<file path="src/bsbr_pkg.sv">
// Package for the block security bitmap range-set unit.
// Holds field widths, register and request codes, the sequencer state type
// and the word mask helper. No dependencies.
`default_nettype none

package bsbr_pkg;

   // Field widths
   localparam int DATA_W     = 32;
   localparam int CODE_W     = 4;
   localparam int BLK_W      = 12;
   localparam int IDX_W      = 6;
   localparam int CSR_W      = 12;
   localparam int CSR_IDX_W  = 1;
   localparam int QUOT_W     = 27;           // byte value shifted right by at least 5

   // Configuration register indexes
   localparam logic [CSR_IDX_W-1:0] CSR_BLOCK_SIZE_CODE = 1'b0;
   localparam logic [CSR_IDX_W-1:0] CSR_BLOCK_LIMIT     = 1'b1;

   // Register reset values
   localparam logic [CODE_W-1:0] CODE_RESET  = 4'd11;
   localparam logic [BLK_W-1:0]  LIMIT_RESET = 12'd2048;

   // Request codes
   localparam logic REQ_SET  = 1'b0;
   localparam logic REQ_READ = 1'b1;

   // Response status codes
   localparam logic STATUS_OK     = 1'b0;
   localparam logic STATUS_REJECT = 1'b1;

   typedef enum logic [2:0] {
      ST_CLEAR,
      ST_IDLE,
      ST_CALC,
      ST_CHECK,
      ST_WALK,
      ST_FLUSH,
      ST_DONE
   } st_type;

   // Mask of the bits a range covers inside one word. On the head word the
   // range starts at lo, on the tail word it ends at hi (inclusive).
   function automatic logic [DATA_W-1:0] word_mask(
      input logic       head,
      input logic [4:0] lo,
      input logic       tail,
      input logic [4:0] hi
   );
      logic [DATA_W-1:0] m_lo;
      logic [DATA_W-1:0] m_hi;
      m_lo = head ? ({DATA_W{1'b1}} << lo) : {DATA_W{1'b1}};
      m_hi = tail ? ({DATA_W{1'b1}} >> (5'd31 - hi)) : {DATA_W{1'b1}};
      return m_lo & m_hi;
   endfunction

endpackage

`default_nettype wire

</file>
<file path="src/bsbr_req_if.sv">
// Request channel of the block security bitmap unit: valid/ready plus payload.
// Depends on bsbr_pkg for field widths.
`default_nettype none

interface bsbr_req_if;
   logic                         valid;
   logic                         ready;
   logic                         req_type;
   logic [bsbr_pkg::DATA_W-1:0]  range_bytes;
   logic [bsbr_pkg::DATA_W-1:0]  start_bytes;
   logic                         non_secure;
   logic [bsbr_pkg::IDX_W-1:0]   word_index;

   modport source (
      output valid, req_type, range_bytes, start_bytes, non_secure, word_index,
      input  ready
   );
   modport sink (
      input  valid, req_type, range_bytes, start_bytes, non_secure, word_index,
      output ready
   );
endinterface

`default_nettype wire

</file>
<file path="src/bsbr_rsp_if.sv">
// Response channel of the block security bitmap unit: valid/ready plus payload.
// Depends on bsbr_pkg for field widths.
`default_nettype none

interface bsbr_rsp_if;
   logic                         valid;
   logic                         ready;
   logic                         status;
   logic [bsbr_pkg::DATA_W-1:0]  word_data;
   logic [bsbr_pkg::BLK_W-1:0]   end_block;

   modport source (
      output valid, status, word_data, end_block,
      input  ready
   );
   modport sink (
      input  valid, status, word_data, end_block,
      output ready
   );
endinterface

`default_nettype wire

</file>
<file path="src/bsbr_bitmap_ram.sv">
// Bitmap word store: one write and one read port, registered read data,
// and a zeroing sweep after reset. Depends on bsbr_pkg for the word width.
`default_nettype none

module bsbr_bitmap_ram #(
   parameter int WORDS = 64,
   parameter int AW    = 6
) (
   input  wire logic                        clock,
   input  wire logic                        reset,
   input  wire logic                        rd_en,
   input  wire logic [AW-1:0]               rd_addr,
   output logic      [bsbr_pkg::DATA_W-1:0] rd_data,
   input  wire logic                        wr_en,
   input  wire logic [AW-1:0]               wr_addr,
   input  wire logic [bsbr_pkg::DATA_W-1:0] wr_data,
   output logic                             clear_busy
);

   logic [bsbr_pkg::DATA_W-1:0] mem [WORDS];
   logic [bsbr_pkg::DATA_W-1:0] rd_data_ff;
   logic                        clr_busy_ff;
   logic                        clr_busy_in;
   logic [AW-1:0]               clr_ptr_ff;
   logic [AW-1:0]               clr_ptr_in;

   // Sweep pointer: one word zeroed per cycle until the last one
   always_comb begin
      clr_busy_in = clr_busy_ff;
      clr_ptr_in  = clr_ptr_ff;
      if (clr_busy_ff) begin
         clr_ptr_in = clr_ptr_ff + AW'(1);
         if (clr_ptr_ff == AW'(WORDS - 1)) begin
            clr_busy_in = 1'b0;
         end
      end
   end

   always_ff @(posedge clock) begin
      if (reset) begin
         clr_busy_ff <= 1'b1;
         clr_ptr_ff  <= '0;
      end else begin
         clr_busy_ff <= clr_busy_in;
         clr_ptr_ff  <= clr_ptr_in;
      end
   end

   // Write port, the sweep has priority
   always_ff @(posedge clock) begin
      if (clr_busy_ff && !reset) begin
         mem[clr_ptr_ff] <= '0;
      end else if (wr_en) begin
         mem[wr_addr] <= wr_data;
      end
   end

   // Read port, data held until the next read
   always_ff @(posedge clock) begin
      if (rd_en) begin
         rd_data_ff <= mem[rd_addr];
      end
   end

   assign rd_data    = rd_data_ff;
   assign clear_busy = clr_busy_ff;

endmodule

`default_nettype wire

</file>
<file path="src/block_security_bitmap_range_set_unit.sv">
// Top level of the block security bitmap range-set unit: request sequencer,
// range check and per-word read-modify-write walk.
// Depends on bsbr_pkg, bsbr_req_if, bsbr_rsp_if and bsbr_bitmap_ram.
//
//   channel   dir   handshake          payload
//   req_ch    in    valid / ready      req_type, range_bytes, start_bytes,
//                                      non_secure, word_index
//   rsp_ch    out   valid / ready      status, word_data, end_block
//   csr_*     in    csr_wr_en          csr_index, csr_wr_data
//
// A read goes from idle straight to done; a set passes through calc, check,
// walk (one bitmap word per cycle, up to BITMAP_WORDS) and flush to done, or
// from check straight to done when rejected or empty. The walk is paced by the
// single read and write port of the store. After reset a zeroing sweep of the
// store runs before the first request is taken; configuration writes are
// taken throughout. A result waits in the output register while the next
// request is taken; the next result holds until that one is accepted.
`default_nettype none

module block_security_bitmap_range_set_unit #(
   parameter int BITMAP_WORDS = 64
) (
   input  wire logic                            clock,
   input  wire logic                            reset,
   bsbr_req_if.sink                             req_ch,
   bsbr_rsp_if.source                           rsp_ch,
   input  wire logic                            csr_wr_en,
   input  wire logic [bsbr_pkg::CSR_IDX_W-1:0]  csr_index,
   input  wire logic [bsbr_pkg::CSR_W-1:0]      csr_wr_data
);

   localparam int AW = (BITMAP_WORDS > 1) ? $clog2(BITMAP_WORDS) : 1;
   localparam logic [15:0] CAP_BLOCKS = 16'(BITMAP_WORDS * 32);

   localparam int DW = bsbr_pkg::DATA_W;
   localparam int QW = bsbr_pkg::QUOT_W;
   localparam int BW = bsbr_pkg::BLK_W;
   localparam int PW = AW;

   bsbr_pkg::st_type state_ff, state_in;

   // Configuration
   logic [bsbr_pkg::CODE_W-1:0] code_ff, code_in;
   logic [BW-1:0]               limit_ff, limit_in;

   // Request capture
   logic          is_read_ff, is_read_in;
   logic          in_range_ff, in_range_in;
   logic          ns_ff, ns_in;
   logic [DW-1:0] range_ff, range_in;
   logic [DW-1:0] start_ff, start_in;

   // Range arithmetic
   logic [QW-1:0] first_ff, first_in;
   logic [QW-1:0] num_ff, num_in;
   logic          reject_ff, reject_in;
   logic [BW-1:0] last_end_ff, last_end_in;

   // Walk
   logic [PW-1:0] rd_ptr_ff, rd_ptr_in;
   logic [PW-1:0] first_word_ff, first_word_in;
   logic [PW-1:0] last_word_ff, last_word_in;
   logic [4:0]    head_off_ff, head_off_in;
   logic [4:0]    tail_off_ff, tail_off_in;
   logic          p_valid_ff, p_valid_in;
   logic [PW-1:0] p_ptr_ff, p_ptr_in;

   // Output register
   logic          rsp_valid_ff, rsp_valid_in;
   logic          rsp_status_ff, rsp_status_in;
   logic [DW-1:0] rsp_data_ff, rsp_data_in;
   logic [BW-1:0] rsp_end_ff, rsp_end_in;

   // Store ports
   logic          rd_en, wr_en, clear_busy;
   logic [AW-1:0] rd_addr, wr_addr;
   logic [DW-1:0] rd_data, wr_data;

   // Combinational helpers
   logic          req_accept;
   logic          rsp_load;
   logic [4:0]    shift;
   logic [QW:0]   end_sum;
   logic [QW:0]   end_m1;
   logic [15:0]   lim;
   logic          range_over;
   logic          num_zero;
   logic [DW-1:0] mask;
   logic [15:0]   idx_ext;
   logic [15:0]   ptr_rd_ext;
   logic [15:0]   ptr_wr_ext;

   bsbr_bitmap_ram #(
      .WORDS (BITMAP_WORDS),
      .AW    (AW)
   ) u_ram (
      .clock      (clock),
      .reset      (reset),
      .rd_en      (rd_en),
      .rd_addr    (rd_addr),
      .rd_data    (rd_data),
      .wr_en      (wr_en),
      .wr_addr    (wr_addr),
      .wr_data    (wr_data),
      .clear_busy (clear_busy)
   );

   // Range arithmetic: block = bytes >> (5 + code), limit clamped to capacity
   assign shift      = 5'(code_ff) + 5'd5;
   assign end_sum    = {1'b0, first_ff} + {1'b0, num_ff};
   assign end_m1     = end_sum - (QW + 1)'(1);
   assign lim        = (16'(limit_ff) > CAP_BLOCKS) ? CAP_BLOCKS : 16'(limit_ff);
   assign range_over = end_sum > (QW + 1)'(lim);
   assign num_zero   = (num_ff == '0);

   // Word mask for the word in the write stage of the walk
   assign mask = bsbr_pkg::word_mask(p_ptr_ff == first_word_ff, head_off_ff,
                                     p_ptr_ff == last_word_ff,  tail_off_ff);

   assign idx_ext    = 16'(req_ch.word_index);
   assign ptr_rd_ext = 16'(rd_ptr_ff);
   assign ptr_wr_ext = 16'(p_ptr_ff);

   assign req_accept = req_ch.valid && req_ch.ready;
   assign rsp_load   = (state_ff == bsbr_pkg::ST_DONE) && (!rsp_valid_ff || rsp_ch.ready);

   // Next state
   always_comb begin
      state_in = state_ff;
      case (state_ff)
         bsbr_pkg::ST_CLEAR: begin
            if (!clear_busy) state_in = bsbr_pkg::ST_IDLE;
         end
         bsbr_pkg::ST_IDLE: begin
            if (req_accept) begin
               state_in = (req_ch.req_type == bsbr_pkg::REQ_READ) ? bsbr_pkg::ST_DONE
                                                                  : bsbr_pkg::ST_CALC;
            end
         end
         bsbr_pkg::ST_CALC:  state_in = bsbr_pkg::ST_CHECK;
         bsbr_pkg::ST_CHECK: begin
            state_in = (range_over || num_zero) ? bsbr_pkg::ST_DONE : bsbr_pkg::ST_WALK;
         end
         bsbr_pkg::ST_WALK: begin
            if (rd_ptr_ff == last_word_ff) state_in = bsbr_pkg::ST_FLUSH;
         end
         bsbr_pkg::ST_FLUSH: state_in = bsbr_pkg::ST_DONE;
         bsbr_pkg::ST_DONE: begin
            if (rsp_load) state_in = bsbr_pkg::ST_IDLE;
         end
         default:  state_in = bsbr_pkg::ST_IDLE;
      endcase
   end

   // Store controls and request ready
   always_comb begin
      req_ch.ready = 1'b0;
      rd_en        = 1'b0;
      rd_addr      = ptr_rd_ext[AW-1:0];
      wr_en        = p_valid_ff;
      wr_addr      = ptr_wr_ext[AW-1:0];
      wr_data      = ns_ff ? (rd_data | mask) : (rd_data & ~mask);
      case (state_ff)
         bsbr_pkg::ST_IDLE: begin
            req_ch.ready = 1'b1;
            rd_en        = req_ch.valid && (req_ch.req_type == bsbr_pkg::REQ_READ);
            rd_addr      = idx_ext[AW-1:0];
         end
         bsbr_pkg::ST_WALK: rd_en = 1'b1;
         default: ;
      endcase
   end

   // Datapath next values
   always_comb begin
      code_in       = code_ff;
      limit_in      = limit_ff;
      is_read_in    = is_read_ff;
      in_range_in   = in_range_ff;
      ns_in         = ns_ff;
      range_in      = range_ff;
      start_in      = start_ff;
      first_in      = first_ff;
      num_in        = num_ff;
      reject_in     = reject_ff;
      last_end_in   = last_end_ff;
      rd_ptr_in     = rd_ptr_ff;
      first_word_in = first_word_ff;
      last_word_in  = last_word_ff;
      head_off_in   = head_off_ff;
      tail_off_in   = tail_off_ff;
      p_valid_in    = (state_ff == bsbr_pkg::ST_WALK);
      p_ptr_in      = rd_ptr_ff;
      rsp_valid_in  = rsp_valid_ff && !rsp_ch.ready;
      rsp_status_in = rsp_status_ff;
      rsp_data_in   = rsp_data_ff;
      rsp_end_in    = rsp_end_ff;

      case (state_ff)
         bsbr_pkg::ST_IDLE: begin
            if (req_accept) begin
               is_read_in  = (req_ch.req_type == bsbr_pkg::REQ_READ);
               in_range_in = int'(req_ch.word_index) < BITMAP_WORDS;
               ns_in       = req_ch.non_secure;
               range_in    = req_ch.range_bytes;
               start_in    = req_ch.start_bytes;
               reject_in   = 1'b0;
            end
         end
         bsbr_pkg::ST_CALC: begin
            first_in = QW'(start_ff >> shift);
            num_in   = QW'(range_ff >> shift);
         end
         bsbr_pkg::ST_CHECK: begin
            reject_in     = range_over;
            if (!range_over) last_end_in = end_sum[BW-1:0];
            rd_ptr_in     = first_ff[PW+4:5];
            first_word_in = first_ff[PW+4:5];
            last_word_in  = end_m1[PW+4:5];
            head_off_in   = first_ff[4:0];
            tail_off_in   = end_m1[4:0];
         end
         bsbr_pkg::ST_WALK: rd_ptr_in = rd_ptr_ff + PW'(1);
         default: ;
      endcase

      // Result into the output register
      if (rsp_load) begin
         rsp_valid_in  = 1'b1;
         rsp_status_in = reject_ff ? bsbr_pkg::STATUS_REJECT : bsbr_pkg::STATUS_OK;
         rsp_data_in   = (is_read_ff && in_range_ff) ? rd_data : '0;
         rsp_end_in    = last_end_ff;
      end

      // Register writes
      if (csr_wr_en) begin
         case (csr_index)
            bsbr_pkg::CSR_BLOCK_SIZE_CODE: code_in  = csr_wr_data[bsbr_pkg::CODE_W-1:0];
            bsbr_pkg::CSR_BLOCK_LIMIT:     limit_in = csr_wr_data;
            default: ;
         endcase
      end
   end

   // Control state
   always_ff @(posedge clock) begin
      if (reset) begin
         state_ff     <= bsbr_pkg::ST_CLEAR;
         code_ff      <= bsbr_pkg::CODE_RESET;
         limit_ff     <= bsbr_pkg::LIMIT_RESET;
         last_end_ff  <= '0;
         p_valid_ff   <= 1'b0;
         rsp_valid_ff <= 1'b0;
      end else begin
         state_ff     <= state_in;
         code_ff      <= code_in;
         limit_ff     <= limit_in;
         last_end_ff  <= last_end_in;
         p_valid_ff   <= p_valid_in;
         rsp_valid_ff <= rsp_valid_in;
      end
   end

   // Payload
   always_ff @(posedge clock) begin
      is_read_ff    <= is_read_in;
      in_range_ff   <= in_range_in;
      ns_ff         <= ns_in;
      range_ff      <= range_in;
      start_ff      <= start_in;
      first_ff      <= first_in;
      num_ff        <= num_in;
      reject_ff     <= reject_in;
      rd_ptr_ff     <= rd_ptr_in;
      first_word_ff <= first_word_in;
      last_word_ff  <= last_word_in;
      head_off_ff   <= head_off_in;
      tail_off_ff   <= tail_off_in;
      p_ptr_ff      <= p_ptr_in;
      rsp_status_ff <= rsp_status_in;
      rsp_data_ff   <= rsp_data_in;
      rsp_end_ff    <= rsp_end_in;
   end

   assign rsp_ch.valid     = rsp_valid_ff;
   assign rsp_ch.status    = rsp_status_ff;
   assign rsp_ch.word_data = rsp_data_ff;
   assign rsp_ch.end_block = rsp_end_ff;

   // No request is taken while the store is being zeroed
   a_no_accept_in_clear: assert property (@(posedge clock) disable iff (reset)
      clear_busy |-> !req_ch.ready)
      else $error("request taken during bitmap clear");

   // Walk writes never run past the last word of the range
   a_walk_bound: assert property (@(posedge clock) disable iff (reset)
      p_valid_ff |-> (p_ptr_ff <= last_word_ff) && (p_ptr_ff >= first_word_ff))
      else $error("walk write outside range");

   // A rejected range leaves the recorded end unchanged
   a_reject_keeps_end: assert property (@(posedge clock) disable iff (reset)
      (state_ff == bsbr_pkg::ST_CHECK) && range_over |=> last_end_ff == $past(last_end_ff))
      else $error("rejected range changed end index");

   // Read and write of the walk never hit the same word in one cycle
   a_no_rw_overlap: assert property (@(posedge clock) disable iff (reset)
      (rd_en && wr_en) |-> (rd_addr != wr_addr))
      else $error("read and write to same bitmap word");

endmodule

`default_nettype wire
</file>
<file path="src/flat_wrapper.sv">
// flat-port wrapper written by rule: the top's interface ports become plain ports
module block_security_bitmap_range_set_unit_flat 
#(
   parameter int BITMAP_WORDS = 64
)
  (clock, reset, csr_wr_en, csr_index, csr_wr_data, req_ch_valid, req_ch_req_type, req_ch_range_bytes, req_ch_start_bytes, req_ch_non_secure, req_ch_word_index, req_ch_ready, rsp_ch_valid, rsp_ch_status, rsp_ch_word_data, rsp_ch_end_block, rsp_ch_ready);
  bsbr_req_if req_ch_i ();
  bsbr_rsp_if rsp_ch_i ();
  input  wire logic clock;
  input  wire logic reset;
  input  wire logic csr_wr_en;
  input  wire logic [bsbr_pkg::CSR_IDX_W-1:0] csr_index;
  input  wire logic [bsbr_pkg::CSR_W-1:0] csr_wr_data;
  input wire logic [$bits(req_ch_i.valid)-1:0] req_ch_valid;
  input wire logic [$bits(req_ch_i.req_type)-1:0] req_ch_req_type;
  input wire logic [$bits(req_ch_i.range_bytes)-1:0] req_ch_range_bytes;
  input wire logic [$bits(req_ch_i.start_bytes)-1:0] req_ch_start_bytes;
  input wire logic [$bits(req_ch_i.non_secure)-1:0] req_ch_non_secure;
  input wire logic [$bits(req_ch_i.word_index)-1:0] req_ch_word_index;
  output wire logic [$bits(req_ch_i.ready)-1:0] req_ch_ready;
  output wire logic [$bits(rsp_ch_i.valid)-1:0] rsp_ch_valid;
  output wire logic [$bits(rsp_ch_i.status)-1:0] rsp_ch_status;
  output wire logic [$bits(rsp_ch_i.word_data)-1:0] rsp_ch_word_data;
  output wire logic [$bits(rsp_ch_i.end_block)-1:0] rsp_ch_end_block;
  input wire logic [$bits(rsp_ch_i.ready)-1:0] rsp_ch_ready;
  assign req_ch_i.valid = req_ch_valid;
  assign req_ch_i.req_type = req_ch_req_type;
  assign req_ch_i.range_bytes = req_ch_range_bytes;
  assign req_ch_i.start_bytes = req_ch_start_bytes;
  assign req_ch_i.non_secure = req_ch_non_secure;
  assign req_ch_i.word_index = req_ch_word_index;
  assign req_ch_ready = req_ch_i.ready;
  assign rsp_ch_valid = rsp_ch_i.valid;
  assign rsp_ch_status = rsp_ch_i.status;
  assign rsp_ch_word_data = rsp_ch_i.word_data;
  assign rsp_ch_end_block = rsp_ch_i.end_block;
  assign rsp_ch_i.ready = rsp_ch_ready;
  block_security_bitmap_range_set_unit #(.BITMAP_WORDS(BITMAP_WORDS)) u_core (.clock(clock), .reset(reset), .req_ch(req_ch_i), .rsp_ch(rsp_ch_i), .csr_wr_en(csr_wr_en), .csr_index(csr_index), .csr_wr_data(csr_wr_data));
endmodule
</file>
<file path="config.mk">
export PLATFORM = sky130hd
export DESIGN_NAME = block_security_bitmap_range_set_unit_flat
export DESIGN_NICKNAME = d
export VERILOG_FILES = /design/src/bsbr_pkg.sv /design/src/bsbr_req_if.sv /design/src/bsbr_rsp_if.sv /design/src/bsbr_bitmap_ram.sv /design/src/block_security_bitmap_range_set_unit.sv /design/src/flat_wrapper.sv
export SDC_FILE = /design/constraint.sdc
export NUM_CORES = 2
export LEC_CHECK = 0
export BUFFER_PORTS_ARGS = -buffer_cell sky130_fd_sc_hd__buf_2
export CORE_ASPECT_RATIO = 1.5
export CORE_MARGIN = 3
export CORE_UTILIZATION = 68
export CTS_CLUSTER_DIAMETER = 60
export CTS_CLUSTER_SIZE = 20
export DETAILED_ROUTE_END_ITERATION = 10
export PLACE_DENSITY = 0.84
export SLEW_MARGIN = 20
export SYNTH_ARGS = -nofsm -noshare
export SYNTH_HDL_FRONTEND = slang
export SYNTH_SLANG_ARGS = --single-unit
</file>
<file path="constraint.sdc">
create_clock -name clock -period 8.15 [get_ports clock]
set_input_delay 0.4075 -clock clock [delete_from_list [all_inputs] [get_ports clock]]
set_output_delay 0.4075 -clock clock [all_outputs]
set_load 0.03 [all_outputs]
</file>
==> impl_results.md <==
* Post-CTS Setup Inserts at 0
* Worst-Skew Late Latency at 830 ps
* GRT overflow at 0
* Core area at 135000 um^2
* CTS Buf Count at 136
* Maximum number of pins on one net before global-route repair at 152
* Mapped Cells at 4948
* CP startpoint: u_core.num_ff[0]
* Yosys reg bits at 2310
* Maximum Capacitance Violations at 0
* Startpoint types: flip-flop
* DR vias at 52400
* Final ANT Viol Nets at 0
* Slew HR at 19.5%
* Worst setup EP type: flip-flop
* IO Pins at 137
* Hold_ws at 46.8 ps
* Wire per inst at 36.9 um
* Critical path type: reg -> reg
* Die width at 308 um
* Primary FF master, synth: edfxtp_1
* Syn_nets at 5081
* Register area at 68900 um^2
* # setup viols final at 0
* Pwr Density at 256 nW/um^2
* Drt total wl at 255 mm
* Start of the worst register-to-register path: u_core.num_ff[0]
* Area occupied by multi-input gates at 23600 um^2
* Most frequent cells in the layout: edfxtp_1, mux4_2, nand2_1
* CTS Sinks at 2310
* Total Neg Setup Slack at 0 ps
* Rows at 165
* Max FO, Critical Path at 12
* Starting Density at 68.8%
* Root Driver: clkbuf_16
* Initial DRC count at 8023
* CTS clk-pin slew, worst paths at 80 ps
* Final Hold Viols at 0
* Nets at 5252
* Final Cycle Share at 66.1%
* Post-synth ARST share at 0%
* Final Critical Period at 5380 ps
* Initial antenna violation count at 7
* P_leak at 30.8 nW
* Fill cells at 6924
* Seq/Total Area, Yosys at 74.0%
* CTS tree: built
* Vias in the first global route at 53200
* Via density at 7.58
* Fraction of layout cells with a size suffix above 1 at 21.5%
* 1st-pass router iterations at 8
* Total track usage at 36.9%
* Final Skew at 26.2 ps
* First-pass GRT wire length at 368 mm
* Post-synth EDFFs at 2264
* Worst min path class: in -> reg
* Most common cell after layout, fill and taps aside: edfxtp_1
* Placed instance area at 96700 um^2
* RSZ-0062 raised after global routing: false
* Worst path arrival time at 6060 ps
* Gpl congestion at 0.926
* Status: completed
* Mapped Area at 93200 um^2
* Hold-fix buffers, CTS at 69
* Worst Tran Pin Value at 1180 ps
* Distinct cells, synth at 73
* Max frequency at 186 MHz
* Max-slew violations at 0
* Post-CTS Resized at 0
* Port Buffer Count at 126
* Min-delay src: csr_index
* Design Area, Final at 101000 um^2
* CTS Buffer Depth at 3
* Die area at 142000 um^2
* Syn avg cell area at 18.8 um^2
* Post-synth top area cell: edfxtp_1
* Area contributors post-synth: edfxtp_1, mux4_2, nand2_1
* Dpl hpwl at 138 mm
* Synth top area share at 73.0%
* Ys Warns at 0
* Die height at 459 um
* Worst vdd ir at 0.218 mV
* Layout area overhead at 8.67%
* Critical Path RT at 8820 ps
* DRC at 0
* H-tree Lvls at 4
-- metrics by stage --
stage	utilization [%]	setup slack [ps]	std cells	power, mW
6_report	74.8	2770	6918	25.9
5_1_grt	74.8	2420	6910	26.6
4_1_cts	74.7	2770	6909	25.8
3_5_place_dp	71.4	2820	6664	19.0
3_3_place_gp	71.4	2830	6664	18.9
2_1_floorplan	-	3370	4948	17.3
-- cells in the mapped netlist (15+ instances only) --
cell	n
xor2_1	28
a21oi_1	190
and2_1	171
nand4_1	27
xnor2_1	21
a21o_1	23
nor2_1	192
buf_2	59
clkbuf_1	176
edfxtp_1	2264
a311oi_1	66
o21ai_0	57
dfxtp_1	46
buf_1	26
mux4_2	537
o22ai_1	16
nor3_1	15
mux2i_1	79
nand2b_1	20
a31oi_1	79
inv_1	20
buf_4	32
nand2_1	399
nand3_1	20
a211oi_1	181
ha_1	42
-- flip-flops by register name, indices dropped and copies added (netlist names), 12 cells and up --
signal and flops:
u_core.rsp_ch.end_block 12, u_core.num_ff 27, u_core.rsp_ch.word_data 32, u_core.u_ram.mem 2048, u_core.start_ff 27, u_core.last_end_ff 12, u_core.limit_ff 12, u_core.u_ram.rd_data 32
u_core.first_ff 27, u_core.range_ff 27
-- power by group --
group / switching (mW) / internal [mW] / total (mW)
clock: 3.72 / 3.21 / 6.93
combinational: 3.49 / 2.18 / 5.67
sequential: 0.173 / 13.2 / 13.3
-- final cells by class --
| class | count | area share, % |
|---|---|---|
| inverter | 21 | 0.0778 |
| clock buffer | 161 | 3.62 |
| timing repair buffer | 338 | 2.57 |
| tap | 1753 | 2.17 |
| sequential | 2310 | 68.1 |
| clock inverter | 15 | 0.168 |
| antenna | 8 | 0.0198 |
| multi-input combinational | 2312 | 23.3 |
-- logic make-up (layout without fill, tap and decap cells) --
| group | Yosys count | count (layout) | synth area share, % |
|---|---|---|---|
| buffers and inverters | 326 | 535 | 1.62 |
| AO/OA/AOI/OAI | 672 | 672 | 4.81 |
| flip-flops | 2310 | 2310 | 74.0 |
| multiplexers | 629 | 629 | 14.0 |
| other | 0 | 8 | 0 |
| AND/OR/NAND/NOR | 919 | 919 | 4.58 |
| adder cells (fa/ha/maj) | 43 | 43 | 0.585 |
| XOR/XNOR | 49 | 49 | 0.461 |
-- critical path, stage by stage, from the launching register on --
cell and delay, ps:
edfxtp_1 440, ha_1 210, inv_1 70, fa_1 400, nand2b_1 190, a21oi_1 340, o21ai_0 220, nand2_1 120
xor2_1 470, ha_1 340, nand2_1 80, o21ai_0 100, o41ai_1 590, nand4b_1 180, nor4_1 240, nand4_1 610
o31ai_1 500, a21oi_1 110
-- per-layer routing --
metal / vias to the layer above / part of all wire [%] / wire (um) / track usage [%]
met5: - / 0.015 / 38 / 0
met4: 6 / 7.6 / 19500 / 23.3
met3: 1057 / 11 / 29000 / 8.48
met2: 4658 / 50 / 128000 / 60.3
met1: 26400 / 31 / 78600 / 44.9
li1: 20300 / - / - / -
-- path summary, 6_finish.rpt --
path	end	slack (ps)	depth (start not counted)
max reg2reg	u_core.last_end_ff[7]	2770	17
max	u_core.last_end_ff[7]	2770	17
min	u_core.code_ff[1]	50	4
min reg2reg	u_core.rsp_ch.status	430	0
(Power assumes the default switching activity.)
